[config.mk]
export PLATFORM = sky130hd
export DESIGN_NAME = gn3_coord
export DESIGN_NICKNAME = d
export VERILOG_FILES = /design/src/rtl/gn3_pkg.sv /design/src/rtl/gn3_coord.sv
export SDC_FILE = /design/constraint.sdc
export NUM_CORES = 2
export LEC_CHECK = 0
export BUFFER_PORTS_ARGS = -buffer_cell sky130_fd_sc_hd__buf_2
export CAP_MARGIN = 15
export CORE_UTILIZATION = 45
export CTS_CLUSTER_SIZE = 30
export DETAILED_ROUTE_END_ITERATION = 8
export PLACE_DENSITY = 0.74
export SLEW_MARGIN = 20
export SYNTH_ARGS = -nofsm -noshare
export SYNTH_HDL_FRONTEND = slang
export SYNTH_SLANG_ARGS = --single-unit
[constraint.sdc]
create_clock -name clk -period 6.9 [get_ports clk]
set_input_delay 0.69 -clock clk [delete_from_list [all_inputs] [get_ports clk]]
set_output_delay 0.69 -clock clk [all_outputs]
set_load 0.03 [all_outputs]
[src/rtl/gn3_pkg.sv]
`timescale 1ns / 1ps

package gn3_pkg;

  // Field widths of the transactions.
  localparam int COORD_W = 20;
  localparam int FRAC_W  = 8;
  localparam int CELL_W  = 12;
  localparam int TBL_W   = 4;
  localparam int GRAD_W  = 16;
  localparam int GVEC_W  = 3 * GRAD_W;
  localparam int FADE_W  = 16;
  localparam int OUT_W   = 16;

  // Dot products and blend values are kept in Q.22 with this width.
  localparam int DOT_W   = 28;

  // Shift of the reciprocal used to reduce cells to the lattice.
  localparam int RECIP_SHIFT = 24;

  // Request codes on req_type.
  typedef enum logic [1:0] {
    REQ_EVAL = 2'd0,
    REQ_PERM = 2'd1,
    REQ_GRAD = 2'd2,
    REQ_NONE = 2'd3
  } req_t;

  // Control that travels with each transaction through the pipeline.
  typedef struct packed {
    logic valid;
    logic eval;
    logic perm_we;
    logic grad_we;
  } ctrl_t;

endpackage

[src/rtl/gn3_coord.sv]
`timescale 1ns / 1ps

module gn3_coord #(
  parameter int LATTICE_SIZE = 16,
  localparam int AW = $clog2(LATTICE_SIZE)
) (
  input  logic                                  clk,
  input  logic                                  rst,
  input  logic                                  adv,
  input  logic                                  in_valid,
  input  logic [1:0]                            req_type,
  input  logic signed [gn3_pkg::COORD_W-1:0]    coord_x,
  input  logic signed [gn3_pkg::COORD_W-1:0]    coord_y,
  input  logic signed [gn3_pkg::COORD_W-1:0]    coord_z,
  input  logic [gn3_pkg::TBL_W-1:0]             table_index,
  input  logic [gn3_pkg::TBL_W-1:0]             perm_value,
  input  logic signed [gn3_pkg::GRAD_W-1:0]     grad_x,
  input  logic signed [gn3_pkg::GRAD_W-1:0]     grad_y,
  input  logic signed [gn3_pkg::GRAD_W-1:0]     grad_z,
  output gn3_pkg::ctrl_t                        s4_ctrl,
  output logic [2:0][AW-1:0]                    s4_c0,
  output logic [2:0][AW-1:0]                    s4_c1,
  output logic [2:0][gn3_pkg::FRAC_W-1:0]       s4_t,
  output logic [2:0][gn3_pkg::FADE_W-1:0]       s4_u,
  output logic [AW-1:0]                         s4_waddr,
  output logic [AW-1:0]                         s4_pval,
  output logic [gn3_pkg::GVEC_W-1:0]            s4_grad
);

  localparam int CW = gn3_pkg::CELL_W;
  localparam int FW = gn3_pkg::FRAC_W;
  localparam int RECIP = ((1 << gn3_pkg::RECIP_SHIFT) + LATTICE_SIZE - 1) / LATTICE_SIZE;
  localparam logic [24:0] RECIP_V = 25'(RECIP);
  localparam logic [8:0] LAT = 9'(LATTICE_SIZE);
  localparam logic [AW:0] LAT_A = (AW+1)'(LATTICE_SIZE);
  localparam logic [AW:0] KOFF = (AW+1)'((1 << (CW - 1)) % LATTICE_SIZE);

  gn3_pkg::ctrl_t in_ctrl;
  logic [8:0] pv_red;
  logic [2:0][gn3_pkg::COORD_W-1:0] coord;

  gn3_pkg::ctrl_t s1_ctrl, s2_ctrl, s3_ctrl;
  logic [2:0][CW-1:0] s1_v, s2_v;
  logic [2:0][FW-1:0] s1_t, s2_t, s3_t;
  logic [2:0][CW-1:0] s2_q;
  logic [2:0][15:0] s2_tt;
  logic [2:0][AW-1:0] s3_r;
  logic [2:0][gn3_pkg::FADE_W-1:0] s3_u;
  logic [AW-1:0] s1_waddr, s2_waddr, s3_waddr;
  logic [AW-1:0] s1_pval, s2_pval, s3_pval;
  logic [gn3_pkg::GVEC_W-1:0] s1_grad, s2_grad, s3_grad;

  logic [2:0][36:0] q_prod;
  logic [2:0][20:0] ql_prod;
  logic [2:0][CW-1:0] r_full;
  logic [2:0][25:0] f_prod;
  logic [2:0][26:0] f_rnd;
  logic [2:0][AW:0] c0_w;
  logic [2:0][AW-1:0] c0_next, c1_next;

  // Decode the incoming transaction and reduce the permutation value to the lattice.
  always_comb begin
    coord = {coord_z, coord_y, coord_x};
    in_ctrl.valid = in_valid;
    in_ctrl.eval = in_valid && (gn3_pkg::req_t'(req_type) == gn3_pkg::REQ_EVAL);
    in_ctrl.perm_we = in_valid && (gn3_pkg::req_t'(req_type) == gn3_pkg::REQ_PERM) &&
                      ({5'b0, table_index} < LAT);
    in_ctrl.grad_we = in_valid && (gn3_pkg::req_t'(req_type) == gn3_pkg::REQ_GRAD) &&
                      ({5'b0, table_index} < LAT);
    pv_red = 9'(perm_value);
    for (int i = 0; i < 8; i++) begin
      if (pv_red >= LAT) begin
        pv_red = pv_red - LAT;
      end
    end
  end

  // Cell reduction by reciprocal, fade polynomial and corner wrap for each axis.
  always_comb begin
    for (int k = 0; k < 3; k++) begin
      q_prod[k] = 37'(s1_v[k]) * 37'(RECIP_V);
      ql_prod[k] = 21'(s2_q[k]) * 21'(LAT);
      r_full[k] = s2_v[k] - ql_prod[k][CW-1:0];
      f_prod[k] = 26'(s2_tt[k]) * 26'(10'd768 - {1'b0, s2_t[k], 1'b0});
      f_rnd[k] = 27'(f_prod[k]) + 27'd128;
      c0_w[k] = ({1'b0, s3_r[k]} >= KOFF) ? ({1'b0, s3_r[k]} - KOFF)
                                          : ({1'b0, s3_r[k]} + LAT_A - KOFF);
      c0_next[k] = c0_w[k][AW-1:0];
      c1_next[k] = (c0_next[k] == AW'(LATTICE_SIZE - 1)) ? '0 : c0_next[k] + 1'b1;
    end
  end

  // Valid bits of the first four stages.
  always_ff @(posedge clk) begin
    if (rst) begin
      s1_ctrl <= '0;
      s2_ctrl <= '0;
      s3_ctrl <= '0;
      s4_ctrl <= '0;
    end else if (adv) begin
      s1_ctrl <= in_ctrl;
      s2_ctrl <= s1_ctrl;
      s3_ctrl <= s2_ctrl;
      s4_ctrl <= s3_ctrl;
    end
  end

  // Payload of the first four stages.
  always_ff @(posedge clk) begin
    if (adv) begin
      for (int k = 0; k < 3; k++) begin
        // The cell is offset by half its range so that it is never negative.
        s1_v[k] <= {~coord[k][gn3_pkg::COORD_W-1], coord[k][gn3_pkg::COORD_W-2:FW]};
        s1_t[k] <= coord[k][FW-1:0];
        s2_v[k] <= s1_v[k];
        s2_t[k] <= s1_t[k];
        s2_q[k] <= q_prod[k][gn3_pkg::RECIP_SHIFT +: CW];
        s2_tt[k] <= 16'(s1_t[k]) * 16'(s1_t[k]);
        s3_t[k] <= s2_t[k];
        s3_r[k] <= r_full[k][AW-1:0];
        s3_u[k] <= f_rnd[k][23:8];
        s4_t[k] <= s3_t[k];
        s4_u[k] <= s3_u[k];
        s4_c0[k] <= c0_next[k];
        s4_c1[k] <= c1_next[k];
      end
      s1_waddr <= AW'(table_index);
      s1_pval <= pv_red[AW-1:0];
      s1_grad <= {grad_z, grad_y, grad_x};
      s2_waddr <= s1_waddr;
      s2_pval <= s1_pval;
      s2_grad <= s1_grad;
      s3_waddr <= s2_waddr;
      s3_pval <= s2_pval;
      s3_grad <= s2_grad;
      s4_waddr <= s3_waddr;
      s4_pval <= s3_pval;
      s4_grad <= s3_grad;
    end
  end

endmodule

==> metrics.md <==
| Metric | Value |
|---|---|
| Ys Warns | 0 |
| H-tree depth reported by CTS | 2 |
| Routed wire length per instance | between 15 and 20 um |
| Remaining routing DRC violations | 0 |
| Leading post-synthesis cells by cell area | sky130_fd_sc_hd__edfxtp_1 45%, sky130_fd_sc_hd__fa_1 21%, sky130_fd_sc_hd__ha_1 11% |
| Post-route setup slack | 457 ps |
| Post-CTS setup-driven buffer insertion count | 0 |
| Fraction of synthesis flops using an asynchronous set or reset pin | 0% |
| Most used DFF post-synth | sky130_fd_sc_hd__edfxtp_1 |
| Most common library cell in the layout ignoring fill and taps | sky130_fd_sc_hd__edfxtp_1 |
| Starting density of the core | 45.6% |
| Post-DP HPWL | 46600 um |
| Non-filler instance count after layout | 4106 |
| Number of enable-type register cells in the synthesized netlist | between 500 and 600 |
| Maximum number of pins on one net before global-route repair | 200 |
| Setup repair after global routing missed its margin | false |
| Crit-path max FO | 15 |
| First-pass GRT wire length | 101000 um |
| Worst slew slack as a fraction of its limit | about a third |
| FF+latch count, synth | 534 |
| Setup slack after placement | around 460 ps |
| Crit start category | register |
| Worst Reg-to-Reg Cells | 24 |
| Standard cell core area | 76100 um2 |
| Most frequent cells in the layout | 518 x sky130_fd_sc_hd__edfxtp_1, 469 x sky130_fd_sc_hd__inv_1, 357 x sky130_fd_sc_hd__fa_1 |
| Final core utilization | 51.8% |
| Rows | 101 |
| Die width | 280 um |
| Area share of the leading cell type in the synthesized netlist | 44.8% |
| Class of the most critical setup path | reg2reg |
| Via density | 4.84 |
| Hold Crit Class | in2reg |
| Count of unique library cells instantiated by Yosys | 58 |
| Fin. max-slew vios | 0 |
| Number of hold violations in the final report | 0 |
| Number of buffers added by the clock tree synthesis step | between 50 and 60 |
| Initial antenna violation count | 7 |
| Number of input and output port buffers inserted | 253 |
| Fmax | 155 MHz |
| Worst Max-Slew Pin Slew | just over 1000 ps |
| Clock-pin slew on the worst setup and hold paths | 60 ps |
| Clock Latency Late Sink | ~630 ps |
| Met2 Resource Use GR | 27.0% |
| Clock buffer depth | 3 |
| Die Ht | 280 um |
| Total setup violations reported at the end of the flow | 0 |
| Portion of the clock cycle consumed by the worst path in the final layout | a little over 90% |
| Setup_tns | 0 ps |
| Run status | finished clean |
| Number of primary I/O pins | approximately 280 |
| Global Route Usage Sum | 16.1% |
| Grt total ovfl | 0 |
| Number of clock sinks | roughly 530 |
| Number of global-route vias before repair | slightly above 20000 |
| Vias after detailed routing | 19900 |
| Type of element capturing the critical path | register |
| Mean area per synthesized cell | 12.7 um2 |
| Total Wirelength | approximately 62000 um |
| CP arrival | 6760 ps |
| DRT iter0 DRCs | 984 |
| Fraction of final layout cells sized beyond drive strength 1 | 13.0% |
| Inst Count DP | 3995 |
| Met1 capacity usage during global routing | 21.0% |
| Hold Crit Depth | 1 |
| Root buffer cell | sky130_fd_sc_hd__clkbuf_16 |
| Layout net count | 3807 |
| Max-capacitance violation count | 0 |
| TritonCTS clock tree | yes |
| Number of optimization iterations in the first detailed-route pass | 5 |
| Cell count after synthesis | 2732 |
| Synth-to-Final Area Change | 13.6% |
| Post-synthesis sequential area ratio | 45.7% |
| Setup Skew | 38.8 ps |
| Post-synthesis instance area | 34700 um2 |
| Required time of the critical path | just over 7000 ps |
| Post-route ant nets | 0 |
| Met3 usage in global routing | 3.76% |
| Weighted congestion at the end of routability-driven global placement | 0.815 |
| Cell taking the most area after synthesis | sky130_fd_sc_hd__edfxtp_1 |
| Busiest metal layer after global routing | met2 |
| Period minus WS final | 6440 ps |
| DIE AREA | 78200 um2 |
[Yosys cell counts (all sizes together), types with 5 or more instances]
master,count
clkbuf,55
nand3,18
fa,357
dfxtp,16
o21bai,6
xnor2,74
a211oi,12
nor3,26
o31ai,7
edfxtp,518
a21oi,43
or3,5
nor2,91
inv,469
nand2,261
o21ai,36
a31oi,10
o21a,16
nor2b,49
xor2,45
ha,303
nand2b,19
mux2i,14
and2,206
a21o,16
buf,8
and3,9
[cell type report]
| type | count | area [um2] |
|---|---|---|
| Timing Repair Buffer | 280 | 1520 |
| Multi-Input combinational cell | 1682 | 16900 |
| Tap cell | 1030 | 1290 |
| Antenna cell | 2 | 5.00 |
| Sequential cell | 534 | 15900 |
| Clock buffer | 68 | 1490 |
| Clock inverter | 41 | 584 |
| Fill cell | 6541 | 36700 |
| Inverter | 469 | 1760 |
[worst max-delay path, stage by stage (launching register included)]
cell                       delay, ps
sky130_fd_sc_hd__edfxtp_1        450
sky130_fd_sc_hd__inv_1            90
sky130_fd_sc_hd__ha_1            200
sky130_fd_sc_hd__or4b_4          500
sky130_fd_sc_hd__nor2_1          140
sky130_fd_sc_hd__xnor2_1          80
sky130_fd_sc_hd__buf_4           200
sky130_fd_sc_hd__and2_1          180
sky130_fd_sc_hd__fa_1            470
sky130_fd_sc_hd__inv_1            50
sky130_fd_sc_hd__fa_1            530
sky130_fd_sc_hd__inv_1            50
sky130_fd_sc_hd__fa_1            450
sky130_fd_sc_hd__fa_1            490
sky130_fd_sc_hd__inv_1            40
sky130_fd_sc_hd__fa_1            470
sky130_fd_sc_hd__inv_1            40
sky130_fd_sc_hd__ha_1            310
sky130_fd_sc_hd__o21ai_0         170
sky130_fd_sc_hd__a21oi_1         290
sky130_fd_sc_hd__a21oi_1         100
sky130_fd_sc_hd__buf_4           180
sky130_fd_sc_hd__nor3_1          380
sky130_fd_sc_hd__or3_4           220
sky130_fd_sc_hd__o311ai_1         80
[metrics by stage]
step / hold slack [ps] / instance area (um2)
after CTS: 164 / 39400
after global routing: 178 / 39400
after global placement: 400 / 37300
after detailed placement: 405 / 37300
after floorplan: 400 / 34800
final: 230 / 39400
[what timing repair did]
action | 4_1_cts | 5_1_grt
endpoints found under the setup margin | 0 | 1
gates resized for setup | 0 | 1
hold buffers | 0 | 0
[flip-flops by register name, indices dropped and copies added (netlist names), 24 cells and up]
| register | count |
|---|---|
| s1_grad | 48 |
| s1_t | 24 |
| s2_grad | 48 |
| s2_t | 24 |
| s2_tt | 42 |
| s3_grad | 48 |
| s3_t | 24 |
| s3_u | 48 |
| s4_grad | 48 |
| s4_t | 24 |
| s4_u | 48 |
[worst paths after layout]
kind,slack (ps),startpoint,endpoint
max,460,s2_t[9],s3_u[30]
min,230,coord_z[0],s1_t[16]
max reg2reg,460,s2_t[9],s3_u[30]
min reg2reg,400,s3_grad[43],s4_grad[43]
[kinds of logic after synthesis]
family | count (synthesis) | share of synthesized area, %
adder cells (fa/ha/maj) | 660 | 31.5
multiplexers | 17 | 0.501
other | 2 | 0.0216
XOR/XNOR | 120 | 3.11
buffers and inverters | 532 | 5.76
AND/OR/NAND/NOR | 702 | 10.1
flip-flops | 534 | 45.7
AO/OA/AOI/OAI | 165 | 3.24
[metal layers]
metal,vias up,wire (um)
li1,9484,-
met1,9843,27400
met2,439,29500
met3,107,3790
met4,12,1320
met5,-,87
Power is left out: the tool's default activity adds up to more than one toggle a clock period on the data nets, which glitch-free logic cannot reach.
